$ cat src/rtl/core/button_event_queue_registers_assert.svh
// assertion macros for the button event queue
`ifndef BUTTON_EVENT_QUEUE_REGISTERS_ASSERT_SVH
`define BUTTON_EVENT_QUEUE_REGISTERS_ASSERT_SVH

`ifndef SYNTHESIS

// condition holds at every clock edge outside reset
`define BEQ_ASSERT_ALWAYS(label, cond, msg) \
    label: assert property (@(posedge clk) disable iff (!rst_n) (cond)) else $error(msg);

// consequence holds in the cycle after the antecedent
`define BEQ_ASSERT_NEXT(label, ante, cons, msg) \
    label: assert property (@(posedge clk) disable iff (!rst_n) (ante) |=> (cons)) \
        else $error(msg);

`else

`define BEQ_ASSERT_ALWAYS(label, cond, msg)
`define BEQ_ASSERT_NEXT(label, ante, cons, msg)

`endif

`endif

$ cat src/rtl/core/beq_pkg.sv
`default_nettype none

package beq_pkg;

    localparam int QUEUE_DEPTH_DEF = 16;
    localparam int NUM_BUTTONS     = 4;

    localparam logic       CMD_SAMPLE   = 1'b0;
    localparam logic       CMD_READ     = 1'b1;
    localparam logic [3:0] ADDR_COUNT   = 4'd0;
    localparam logic [3:0] ADDR_POP     = 4'd1;
    localparam logic [7:0] CODE_PRESS   = 8'h80;
    localparam logic [7:0] CODE_RELEASE = 8'h40;

    typedef struct packed {
        logic                   command;
        logic [NUM_BUTTONS-1:0] button_levels;
        logic [3:0]             reg_address;
    } in_item_t;

    typedef struct packed {
        logic [7:0] read_data;
        logic       led_on;
    } out_item_t;

    // one queue write request from the event sequencer
    typedef struct packed {
        logic       valid;
        logic [7:0] code;
    } push_req_t;

endpackage

`default_nettype wire

$ cat src/rtl/core/beq_stream_if.sv
`default_nettype none

interface beq_stream_if #(
    parameter type payload_t = logic
);
    logic     valid;
    logic     ready;
    payload_t data;

    modport source (output valid, output data, input ready);
    modport sink   (input valid, input data, output ready);
endinterface

`default_nettype wire

$ cat src/rtl/core/beq_events.sv
`default_nettype none

module beq_events (
    input  wire logic                            clk,
    input  wire logic                            rst_n,
    input  wire logic                            sample_fire,
    input  wire logic [beq_pkg::NUM_BUTTONS-1:0] levels,
    output beq_pkg::push_req_t                   push,
    output logic                                 busy,
    output logic                                 led_reg,
    output logic                                 led_next
);

    logic [beq_pkg::NUM_BUTTONS-1:0]   prev_reg;
    logic [beq_pkg::NUM_BUTTONS-1:0]   pressed;
    logic [beq_pkg::NUM_BUTTONS-1:0]   released;
    // presses in the low half, releases in the high half
    logic [2*beq_pkg::NUM_BUTTONS-1:0] pend_reg;
    logic [2:0]                        idx;

    assign pressed  = prev_reg & ~levels;
    assign released = levels & ~prev_reg;
    assign busy     = (pend_reg != '0);

    always_comb
    begin
        if (released != '0)
            led_next = 1'b0;
        else if (pressed != '0)
            led_next = 1'b1;
        else
            led_next = led_reg;
    end

    // lowest pending event goes first
    always_comb
    begin
        idx = '0;
        for (int i = 2*beq_pkg::NUM_BUTTONS-1; i >= 0; i--)
        begin
            if (pend_reg[i])
                idx = 3'(i);
        end
    end

    always_comb
    begin
        push.valid = busy;
        push.code  = (idx[2] ? beq_pkg::CODE_RELEASE : beq_pkg::CODE_PRESS)
                   | 8'(3'(idx[1:0]) + 3'd1);
    end

    always_ff @(posedge clk or negedge rst_n)
    begin
        if (!rst_n)
        begin
            prev_reg <= '0;
            led_reg  <= 1'b0;
            pend_reg <= '0;
        end
        else if (sample_fire)
        begin
            prev_reg <= levels;
            led_reg  <= led_next;
            pend_reg <= {released, pressed};
        end
        else if (busy)
        begin
            pend_reg <= pend_reg & (pend_reg - 1'b1);
        end
    end

endmodule

`default_nettype wire

$ cat src/rtl/core/beq_fifo.sv
`default_nettype none

module beq_fifo #(
    parameter int DEPTH = beq_pkg::QUEUE_DEPTH_DEF
) (
    input  wire logic                       clk,
    input  wire logic                       rst_n,
    input  wire beq_pkg::push_req_t         push,
    input  wire logic                       pop,
    output logic [$clog2(DEPTH+1)-1:0]      count,
    output logic [7:0]                      head
);

    localparam int AW = $clog2(DEPTH);
    localparam int CW = $clog2(DEPTH+1);

    logic [7:0]    mem [DEPTH];
    logic [7:0]    mem_q;
    logic [AW-1:0] rd_ptr_reg;
    logic [AW-1:0] rd_ptr_next;
    logic [AW-1:0] wr_ptr_reg;
    logic [CW-1:0] count_reg;
    logic          we;
    logic          fwd_reg;
    logic [7:0]    fwd_data_reg;

    function automatic logic [AW-1:0] wrap_inc(input logic [AW-1:0] p);
        return (p == AW'(DEPTH-1)) ? '0 : p + 1'b1;
    endfunction

    // pushes to a full queue are dropped
    assign we          = push.valid && (count_reg != CW'(DEPTH));
    assign rd_ptr_next = pop ? wrap_inc(rd_ptr_reg) : rd_ptr_reg;
    assign count       = count_reg;
    assign head        = fwd_reg ? fwd_data_reg : mem_q;

    always_ff @(posedge clk)
    begin
        if (we)
            mem[wr_ptr_reg] <= push.code;
        mem_q        <= mem[rd_ptr_next];
        fwd_data_reg <= push.code;
    end

    always_ff @(posedge clk or negedge rst_n)
    begin
        if (!rst_n)
        begin
            rd_ptr_reg <= '0;
            wr_ptr_reg <= '0;
            count_reg  <= '0;
            fwd_reg    <= 1'b0;
        end
        else
        begin
            rd_ptr_reg <= rd_ptr_next;
            // write into the slot being read this edge: take the new code
            fwd_reg    <= we && (wr_ptr_reg == rd_ptr_next);
            if (we)
                wr_ptr_reg <= wrap_inc(wr_ptr_reg);
            if (we && !pop)
                count_reg <= count_reg + 1'b1;
            else if (pop && !we)
                count_reg <= count_reg - 1'b1;
        end
    end

endmodule

`default_nettype wire

$ cat src/rtl/core/button_event_queue_registers.sv
// channel  | dir | beat payload
// ---------+-----+-------------------------------------------
// in_ch    | in  | command, button_levels, reg_address
// out_ch   | out | read_data, led_on
//
// beats pass through an item register and a result register; a new beat is taken as the last moves on
// a sample beat with button edges holds off the next beat until all its events are
// written: the event store has one write port, one event written per cycle
// reset clears pointers, count, levels, led and last popped value, not the event store
// a stalled result holds in the result register while the item register
// still takes one more beat
`default_nettype none

`include "button_event_queue_registers_assert.svh"

module button_event_queue_registers #(
    parameter int QUEUE_DEPTH = beq_pkg::QUEUE_DEPTH_DEF
) (
    input  wire logic   clk,
    input  wire logic   rst_n,
    beq_stream_if.sink   in_ch,
    beq_stream_if.source out_ch
);

    localparam int CW = $clog2(QUEUE_DEPTH+1);

    // item register
    logic                 item_valid_reg;
    beq_pkg::in_item_t    item_reg;

    // result register
    logic                 out_valid_reg;
    beq_pkg::out_item_t   out_reg;
    beq_pkg::out_item_t   out_next;

    logic [7:0]           last_popped_reg;
    logic                 fire;
    logic                 is_read;
    logic                 pop;
    logic                 sample_fire;

    beq_pkg::push_req_t   push;
    logic                 busy;
    logic                 led_reg;
    logic                 led_next;
    logic [CW-1:0]        count;
    logic [7:0]           head;

    // the item moves on once queued events are written and the result slot frees
    assign fire        = item_valid_reg && !busy && (!out_valid_reg || out_ch.ready);
    assign is_read     = (item_reg.command == beq_pkg::CMD_READ);
    assign sample_fire = fire && !is_read;
    // a pop on an empty queue changes nothing
    assign pop         = fire && is_read && (item_reg.reg_address == beq_pkg::ADDR_POP)
                       && (count != '0);

    assign in_ch.ready  = !item_valid_reg || fire;
    assign out_ch.valid = out_valid_reg;
    assign out_ch.data  = out_reg;

    beq_events u_events (
        .clk         (clk),
        .rst_n       (rst_n),
        .sample_fire (sample_fire),
        .levels      (item_reg.button_levels),
        .push        (push),
        .busy        (busy),
        .led_reg     (led_reg),
        .led_next    (led_next)
    );

    beq_fifo #(
        .DEPTH (QUEUE_DEPTH)
    ) u_fifo (
        .clk   (clk),
        .rst_n (rst_n),
        .push  (push),
        .pop   (pop),
        .count (count),
        .head  (head)
    );

    // register read decode and led level of each result
    always_comb
    begin
        out_next.led_on    = is_read ? led_reg : led_next;
        out_next.read_data = '0;
        if (is_read)
        begin
            unique case (item_reg.reg_address)
                beq_pkg::ADDR_COUNT: out_next.read_data = 8'(count);
                beq_pkg::ADDR_POP:   out_next.read_data = (count != '0) ? head
                                                                        : last_popped_reg;
                default:             out_next.read_data = '0;
            endcase
        end
    end

    always_ff @(posedge clk or negedge rst_n)
    begin
        if (!rst_n)
        begin
            item_valid_reg  <= 1'b0;
            out_valid_reg   <= 1'b0;
            last_popped_reg <= '0;
        end
        else
        begin
            if (in_ch.valid && in_ch.ready)
                item_valid_reg <= 1'b1;
            else if (fire)
                item_valid_reg <= 1'b0;

            if (fire)
                out_valid_reg <= 1'b1;
            else if (out_ch.ready)
                out_valid_reg <= 1'b0;

            if (pop)
                last_popped_reg <= head;
        end
    end

    // payload registers
    always_ff @(posedge clk)
    begin
        if (in_ch.valid && in_ch.ready)
            item_reg <= in_ch.data;
        if (fire)
            out_reg <= out_next;
    end

    // checks
    `BEQ_ASSERT_ALWAYS(a_count_bound, count <= CW'(QUEUE_DEPTH), "event count beyond depth")
    `BEQ_ASSERT_NEXT(a_pop_count, pop, count == $past(count) - 1'b1, "pop did not drop the count")
    `BEQ_ASSERT_NEXT(a_led_follow, sample_fire, led_reg == $past(led_next), "led did not follow")
    `BEQ_ASSERT_NEXT(a_hold, out_valid_reg && !out_ch.ready, $stable(out_reg), "stall broke")

endmodule

`default_nettype wire

$ cat src/flat_wrapper.sv
// flat-port wrapper written by rule: the top's interface ports become plain ports
module button_event_queue_registers_flat 
#(
    parameter int QUEUE_DEPTH = beq_pkg::QUEUE_DEPTH_DEF
)
  (clk, rst_n, in_ch_valid, in_ch_data, in_ch_ready, out_ch_valid, out_ch_data, out_ch_ready);
  beq_stream_if #(.payload_t(beq_pkg::in_item_t)) in_ch_i ();
  beq_stream_if #(.payload_t(beq_pkg::out_item_t)) out_ch_i ();
  input  wire logic clk;
  input  wire logic rst_n;
  input wire logic [$bits(in_ch_i.valid)-1:0] in_ch_valid;
  input wire logic [$bits(in_ch_i.data)-1:0] in_ch_data;
  output wire logic [$bits(in_ch_i.ready)-1:0] in_ch_ready;
  output wire logic [$bits(out_ch_i.valid)-1:0] out_ch_valid;
  output wire logic [$bits(out_ch_i.data)-1:0] out_ch_data;
  input wire logic [$bits(out_ch_i.ready)-1:0] out_ch_ready;
  assign in_ch_i.valid = in_ch_valid;
  assign in_ch_i.data = in_ch_data;
  assign in_ch_ready = in_ch_i.ready;
  assign out_ch_valid = out_ch_i.valid;
  assign out_ch_data = out_ch_i.data;
  assign out_ch_i.ready = out_ch_ready;
  button_event_queue_registers #(.QUEUE_DEPTH(QUEUE_DEPTH)) u_core (.clk(clk), .rst_n(rst_n), .in_ch(in_ch_i), .out_ch(out_ch_i));
endmodule
$ cat config.mk
export PLATFORM = sky130hd
export DESIGN_NAME = button_event_queue_registers_flat
export DESIGN_NICKNAME = d
export VERILOG_FILES = /design/src/rtl/core/beq_pkg.sv /design/src/rtl/core/beq_stream_if.sv /design/src/rtl/core/beq_events.sv /design/src/rtl/core/beq_fifo.sv /design/src/rtl/core/button_event_queue_registers.sv /design/src/flat_wrapper.sv
export VERILOG_INCLUDE_DIRS = /design/src /design/src/rtl/core
export SDC_FILE = /design/constraint.sdc
export NUM_CORES = 1
export LEC_CHECK = 0
export BUFFER_PORTS_ARGS = -buffer_cell sky130_fd_sc_hd__buf_2
export CORE_MARGIN = 2
export CORE_UTILIZATION = 59
export CTS_CLUSTER_DIAMETER = 80
export DETAILED_ROUTE_END_ITERATION = 6
export PLACE_DENSITY = 0.76
export SYNTH_ARGS = -nofsm -noshare
export SYNTH_HDL_FRONTEND = slang
export SYNTH_HIERARCHICAL = 1
export SYNTH_SLANG_ARGS = --single-unit
$ cat constraint.sdc
create_clock -name clk -period 3.8 [get_ports clk]
set_input_delay 0.95 -clock clk [delete_from_list [all_inputs] [get_ports clk]]
set_output_delay 0.95 -clock clk [all_outputs]
set_load 0.03 [all_outputs]
==> flow_summary_export.csv, run 1 <==
group,metric,value,unit
pwr,p_leak,3.408,nW
clocking,clk-insertion-delay-late,440,ps
clocking,cts_setup_buffers,0,
hold_path,timing.hold.worst.class,"reg2reg",
layout,areaGrowthSynthToFinish,9.738,%
drt,vias,5129,
die,row_cnt,44,
drt,vias_per_cell,6.301,
grt,grt_start_max_net_pins,43,
drt,dr.first_iter.drc_count,677,
drt,antenna_left,0,
placed_design,hpwlAfterDp,11450,um
flow_run,drv.max_cap_violation_count,0,
synth,synth-edff-count,146,
clocking,clock-sinks,199,
placed_design,place.detailed.instances,780,
setup_path,timing.critical_path.fanout_max,41,
die,chipHeight,125.7,um
layout,drive_above_1_share,0.1937,
layout,final-seq-area,5630,sq um
synth,syn_area,8737,sq um
clocking,cts.path.max_buffers,2,
layout,postLayoutCoreUtil,0.6622,
placed_design,routabilityCongestion,0.8325,
grt,global_route.overflow_total,0,
setup_path,critical_path_capture_point_type,"register",
timing,max-slew-margin-rel,0.08257,
synth,synth_async_sr_flop_share,0.1859,
grt,grt_pass1_wl,28060,um
pwr,vdd_drop_max,0.8107,mV
setup_path,data_arrival_time_of_the_critical_path,3730,ps
synth,post_synth_inst_count,592,
synth,yosys_most_used_dff,"sky130_fd_sc_hd__edfxtp_1",
synth,synth_cell_types,64,
placed_design,dpl_cell_area,9001,sq um
layout,multiInputGateArea,2861,sq um
timing,report.final.setup_viol,0,
clocking,clkTransAtPathRegs,70,ps
die,floorplan.die_area,15800,sq um
timing,rsz0062_at_grt,"false",
timing,final_max_slew_viol_count,0,
clocking,number_of_buffers_inserted_during_clock_tree_synthesis,17,
timing,hold_viol,0,
timing,post-route-min-period,3440,ps
clocking,cts_hold_buf,0,
die,initial_utilization,0.6034,
layout,largest_reg_flops,128,
placed_design,numPortBuffers,23,
drt,drt_pre_antenna_iters,5,
grt,global_route_usage_sum,0.2352,
setup_path,timing.critical_path.required,4090,ps
pwr,power_per_cell_area,912.0,nW/um^2
clocking,tritoncts_clock_tree,"built",
synth,fraction_of_the_yosys_area_taken_by_sequential_cells,0.6444,
layout,fin_area,9588,sq um
clocking,post_cts_resize_count,0,
drt,mean_routed_wirelength_per_cell,21.78,um
timing,final.period_utilization,0.9051,
synth,postSynthAreaPerCell,14.76,sq um
timing,clock_skew,12.28,ps
outcome,outcome,"finished clean",
grt,via_count_of_the_first_global_routing_pass,4996,
timing,worstMarginPinSlew,1366,ps
synth,synth-warning-count,6,
die,die_x,125.7,um
grt,number_of_antenna_violations_at_the_first_check_in_global_routing,0,
setup_path,critPathLaunchType,"register",
timing,fmaxAchievable,290.7,MHz
layout,final-instance-count-excl-fill,814,
drt,drc_errors,0,
layout,max_flop_register,"u_core/u_fifo/mem",
setup_path,path_type_of_the_worst_setup_path,"reg2reg",
layout,antenna-diode-count,0,
layout,fin_nets,641,
die,ios,24,
clocking,number_of_h_tree_levels,4,
drt,totalWireLength,17730,um
clocking,clock_tree_root_driver_cell,"sky130_fd_sc_hd__clkbuf_16",
timing,setup_tns,0,ps
die,core_area,14480,sq um
layout,layout.filler_cells,1006,
synth,synth-seq-cells,199,
where the power goes:
| part | switching (mW) | leakage, nW | internal (mW) |
|---|---|---|---|
| Combinational | 2.05 | 1.20 | 1.27 |
| Clock | 0.826 | 0.268 | 0.922 |
| Sequential | 0.342 | 1.94 | 3.33 |
| Total | 3.22 | 3.41 | 5.53 |
synth_stat cells, drive strengths merged, types with 10 or more instances:
library cell,number,area [sq um]
mux2i,38,380.4
o22ai,10,62.56
a21oi,13,68.82
clkbuf,10,37.54
mux4,17,416.7
nor2,38,142.6
buf,24,180.2
o21ai,18,93.84
nand2,54,210.2
o221ai,21,183.9
mux2,24,300.3
edfxtp,146,4384
dfrtp,37,925.9
nand2b,14,87.58
dfxtp,16,320.3
inv,11,41.29
ha,10,125.1
critical path, stage by stage (launching register included):
cell                        delay, ps
sky130_fd_sc_hd__dfrtp_1          460
sky130_fd_sc_hd__nor4_4           360
sky130_fd_sc_hd__nand3_1          180
sky130_fd_sc_hd__nand3b_1         330
sky130_fd_sc_hd__nor3b_4          360
sky130_fd_sc_hd__buf_12           300
sky130_fd_sc_hd__a21o_1           150
sky130_fd_sc_hd__buf_4            300
sky130_fd_sc_hd__o221ai_1         180
sky130_fd_sc_hd__a22o_1           250
sky130_fd_sc_hd__a2111oi_1        410
logic make-up (layout without fill, tap and decap cells):
family / after synthesis / in the layout / share of synthesized area
flip-flops: 199 / 199 / 0.6444
AO/OA/AOI/OAI: 102 / 102 / 0.08879
other: 1 / 3 / 0.0004292
AND/OR/NAND/NOR: 144 / 144 / 0.08349
XOR/XNOR: 11 / 11 / 0.01103
buffers and inverters: 45 / 81 / 0.02964
adder cells (fa/ha/maj): 11 / 11 / 0.01661
multiplexers: 79 / 79 / 0.1256
cell usage in the layout (no fill, tap or decap), types with 4 or more instances in the layout:
cell type and count:
sky130_fd_sc_hd__dfxtp_1 16, sky130_fd_sc_hd__xnor2_1 8, sky130_fd_sc_hd__o22ai_1 10, sky130_fd_sc_hd__o21ai_0 15
sky130_fd_sc_hd__a21o_1 6, sky130_fd_sc_hd__mux4_1 9, sky130_fd_sc_hd__clkinvlp_4 4, sky130_fd_sc_hd__nand2_1 51
sky130_fd_sc_hd__edfxtp_1 146, sky130_fd_sc_hd__a2111oi_1 4, sky130_fd_sc_hd__clkbuf_16 17, sky130_fd_sc_hd__o221ai_1 21
sky130_fd_sc_hd__mux2_2 16, sky130_fd_sc_hd__a21oi_1 12, sky130_fd_sc_hd__nor2_1 38, sky130_fd_sc_hd__buf_4 13
sky130_fd_sc_hd__mux4_2 8, sky130_fd_sc_hd__buf_2 23, sky130_fd_sc_hd__inv_1 10, sky130_fd_sc_hd__nor2b_1 4
sky130_fd_sc_hd__o221a_2 7, sky130_fd_sc_hd__nand3_1 8, sky130_fd_sc_hd__nand3b_1 4, sky130_fd_sc_hd__a22o_1 8
sky130_fd_sc_hd__nand2b_1 14, sky130_fd_sc_hd__inv_6 4, sky130_fd_sc_hd__nor3_1 6, sky130_fd_sc_hd__dfrtp_1 37
sky130_fd_sc_hd__mux2_4 8, sky130_fd_sc_hd__ha_1 10, sky130_fd_sc_hd__mux2i_1 38
layout make-up:
cell class | instances | area share
inverter | 11 | 0.004306
clock inverter | 14 | 0.01488
timing repair buffer | 38 | 0.02636
multi-input combinational | 350 | 0.2984
clock buffer | 18 | 0.04476
tap | 184 | 0.02401
sequential | 199 | 0.5872
path summary, 6_finish.rpt:
check | from | endpoint | slack (ps) | cells after the start
setup / recovery | u_core/u_events/pend_reg[2] | u_core/u_fifo/mem_q[5] | 360 | 10
setup reg to reg | u_core/u_events/pend_reg[2] | u_core/u_fifo/mem_q[5] | 360 | 10
min in group asynchronous | rst_n | u_core/u_fifo/count[2] | 620 | 1
hold reg to reg | u_core/last_popped_reg[0] | u_core/last_popped_reg[0] | 520 | 1
hold / removal | u_core/last_popped_reg[0] | u_core/last_popped_reg[0] | 520 | 1
max in group asynchronous | rst_n | u_core/u_events/pend_reg[3] | 2640 | 1
stage by stage:
step	hold WS, ps	setup slack [ps]	power (mW)
after CTS	521.1	351.0	8.765
after detailed placement	498.2	349.9	7.018
after global routing	535.2	19.06	9.225
after global placement	495.1	455.7	6.836
after floorplan	481.2	217.3	6.086
final	520.2	360.5	8.744
metal layers:
| layer | track usage | vias up | part of all wire |
|---|---|---|---|
| met2 | 0.3583 | 199 | 0.47 |
| met1 | 0.3314 | 2571 | 0.44 |
| met4 | 0.09869 | 0 | 0.025 |
| met3 | 0.05438 | 30 | 0.062 |
| met5 | 0 | - | 0 |
| li1 | - | 2329 | - |
Note: power is estimated with default switching activity, not from simulation.
==> run 2, diff against run 1 <==
Settings changed: ABC_AREA set to 1, CORE_UTILIZATION 59 to 55, PLACE_DENSITY 0.76 to 0.72.
==> run 2 against run 1 <==
Compared with the run above: clock power rose by 2%; synthesized cell count grew 46%; sequential power is 2% lower; register-to-register slack gained 90 ps; non-clock buffer count is 5 lower; worst hold slack worse by 40 ps; clock skew up 0.59 ps; largest cell class unchanged; clock-buffer cell count is the same; largest power group is now combinational cells.
==> flow_summary_export.csv, run 2 <==
group,metric,value,unit
synth,fraction_of_the_yosys_area_taken_by_sequential_cells,0.6234,
timing,fmaxAchievable,298.6,MHz
outcome,outcome,"finished clean",
clocking,clk-insertion-delay-late,440,ps
die,chipHeight,132.1,um
timing,max-slew-margin-rel,0.4100,
synth,yosys_most_used_dff,"sky130_fd_sc_hd__edfxtp_1",
setup_path,worstPathCellList,"nor2_1 -> inv_2 -> nor2_2 -> nand3_1 -> inv_1 -> nand2_1 -> nor2_4 -> nand2_1 -> inv_1 -> nand2_4 -> clkinvlp_4 -> nand4_1 -> nand2_2 -> buf_12 -> nand2_1 -> nand3_1 -> nand3_1 -> nand3_1 -> nand2_1",
synth,synth-seq-cells,199,
flow_run,drv.max_cap_violation_count,0,
grt,grt_pass1_wl,29750,um
drt,dr.first_iter.drc_count,710,
timing,hold_viol,0,
drt,totalWireLength,18590,um
setup_path,timing.critical_path.fanout_max,58,
timing,post-route-min-period,3349,ps
clocking,clock_tree_root_driver_cell,"sky130_fd_sc_hd__clkbuf_16",
synth,synth_async_sr_flop_share,0.1859,
drt,mean_routed_wirelength_per_cell,16.81,um
hold_path,holdPathStages,2,
layout,layout_commonest_cell,"sky130_fd_sc_hd__nand2_1",
synth,syn_area,9031,sq um
layout,layout.cells.most_common_list,"sky130_fd_sc_hd__nand2_1, sky130_fd_sc_hd__edfxtp_1, sky130_fd_sc_hd__nand3_1",
synth,synth-warning-count,6,
setup_path,path_type_of_the_worst_setup_path,"reg2reg",
synth,post_synth_inst_count,863,
layout,largest_reg_flops,128,
setup_path,worst-path-stages,19,
placed_design,routabilityCongestion,0.8552,
synth,cell_with_the_most_instances_after_synthesis,"sky130_fd_sc_hd__nand2_1",
drt,vias_per_cell,5.396,
setup_path,largest_delay_share_family_worst_path,"simple AND/OR/NAND/NOR gates",
setup_path,worst-r2r-cell-count,19,
pwr,power_per_cell_area,925.0,nW/um^2
synth,yosys.area.top_type_share,0.4855,
drt,drc_errors,0,
clocking,number_of_h_tree_levels,4,
placed_design,hpwlAfterDp,11810,um
synth,post-synth-top-area-cell,"sky130_fd_sc_hd__edfxtp_1",
setup_path,data_arrival_time_of_the_critical_path,3670,ps
setup_path,critical_path.slowest_cell,"sky130_fd_sc_hd__dfrtp_1",
setup_path,timing.critical_path.required,4130,ps
grt,via_count_of_the_first_global_routing_pass,5469,
timing,final.period_utilization,0.8812,
timing,rsz0062_at_grt,"false",
clocking,clkTransAtPathRegs,70,ps
layout,max_flop_register,"u_core/u_fifo/mem",
drt,drt_pre_antenna_iters,5,
die,die_x,132.1,um
grt,global_route_usage_sum,0.2220,
drt,vias,5968,
synth,netlist_top_cells_area,"sky130_fd_sc_hd__edfxtp_1, sky130_fd_sc_hd__dfrtp_1, sky130_fd_sc_hd__nand3_1, sky130_fd_sc_hd__nand2_1, sky130_fd_sc_hd__inv_1",
drt,antenna_left,0,
clocking,tritoncts_clock_tree,"built",
setup_path,critPathLaunchType,"register",
layout,areaGrowthSynthToFinish,9.185,%
synth,postSynthAreaPerCell,10.46,sq um
die,initial_utilization,0.5665,
grt,global_route.overflow_total,0,
pwr,power.sequential.fraction,0.394,
timing,final_max_slew_viol_count,0,
timing,worstMarginPinSlew,881.8,ps
pwr,p_leak,4.167,nW
hold_path,timing.hold.worst.class,"reg2reg",
placed_design,numPortBuffers,23,
pwr,cell_internal_power,5.447,mW
grt,number_of_antenna_violations_at_the_first_check_in_global_routing,0,
timing,setup_tns,0,ps
placed_design,setup_slack_placement,206.7,ps
timing,worst_slack_setup_final,451.5,ps
layout,postLayoutCoreUtil,0.6185,
grt,grt_start_max_net_pins,65,
synth,synth_cell_types,40,
clocking,clock-sinks,199,
pwr,pwr-share-clk,0.196,
layout,antenna-diode-count,0,
synth,synth-edff-count,146,
setup_path,critical_path_capture_point_type,"register",
layout,fin_nets,901,
die,core_area,15940,sq um
clocking,post_cts_resize_count,0,
pwr,vdd_drop_max,0.6196,mV
die,row_cnt,46,
synth,synth.top_cells.by_count,"sky130_fd_sc_hd__nand2_1, sky130_fd_sc_hd__edfxtp_1, sky130_fd_sc_hd__nand3_1",
clocking,number_of_buffers_inserted_during_clock_tree_synthesis,17,
layout,drive_above_1_share,0.1135,
pwr,power.share.switching,0.4028,
timing,report.final.setup_viol,0,
timing,clock_skew,12.87,ps
pwr,combPwrFrac,0.410,
pwr,power.net_switching,3.674,mW
clocking,cts_hold_buf,0,
setup_path,crit_path_max_incr_delay,410,ps
clocking,cts.path.max_buffers,2,
setup_path,critical_path_buf_inv_count,5,
clocking,cts_setup_buffers,0,
die,ios,24,
die,floorplan.die_area,17460,sq um
==> run 2: final timing paths <==
path                            slack [ps]                           to                         from
worst min register to register         480    u_core/last_popped_reg[5]    u_core/last_popped_reg[5]
worst max-delay path                   450       u_core/u_fifo/mem_q[1]  u_core/u_events/pend_reg[5]
max in group asynchronous             2630  u_core/u_events/pend_reg[4]                        rst_n
worst max register to register         450       u_core/u_fifo/mem_q[1]  u_core/u_events/pend_reg[5]
worst min-delay path                   480    u_core/last_popped_reg[5]    u_core/last_popped_reg[5]
min in group asynchronous              620    u_core/last_popped_reg[3]                        rst_n
==> run 2: layout make-up <==
type / instances / area, sq um
fillers: 1308 / 6082
flip-flops and latches: 199 / 5630
multi-input cells: 481 / 2610
inverters: 145 / 548.0
clock buffers: 18 / 429.2
well taps: 216 / 270.3
repair buffers: 33 / 215.2
clock inverters: 14 / 157.7
==> run 2: kinds of logic (layout without fill, tap and decap cells) <==
family | count (synthesis) | count (layout) | share of synthesized area
buf+inv | 185 | 210 | 0.08978
mux | 8 | 8 | 0.009975
compound gates | 46 | 46 | 0.03159
simple gates | 405 | 405 | 0.2210
flops | 199 | 199 | 0.6234
xor+xnor | 8 | 8 | 0.007759
other cells | 1 | 3 | 0.0004152
fa+ha+maj | 11 | 11 | 0.01607
==> run 2: through the flow <==
stage	total power, mW	hold slack (ps)	instances	cell area [sq um]
2_1_floorplan	6.317	449.6	865	9039
3_3_place_gp	7.282	458.8	1074	9265
3_5_place_dp	7.346	464.8	1074	9265
4_1_cts	9.135	479.1	1106	9852
5_1_grt	9.696	505.6	1106	9861
6_report	9.121	480.3	1106	9861
==> run 2: power by group through the flow <==
stage	Clock [mW]	Sequential, mW	Combinational, mW
after floorplan	0	3.64	2.67
after global placement	0	3.62	3.66
after detailed placement	0	3.64	3.71
after CTS	1.82	3.59	3.73
after global routing	1.90	3.64	4.16
final	1.79	3.59	3.74
==> run 2: routing by layer <==
metal  track usage  vias to the layer above  share of wire
li1              -                     2892              -
met4       0.06401                        0          0.012
met1        0.3367                     2838           0.46
met2        0.3278                      218           0.46
met5             0                        -              0
met3       0.04306                       20          0.068
==> run 2: worst reg2reg max path, delay by kind of cell, from the launching register on <==
kind          cells  cell delay [ps]
buf+inv           5              750
flops             1              410
simple gates     14             2050
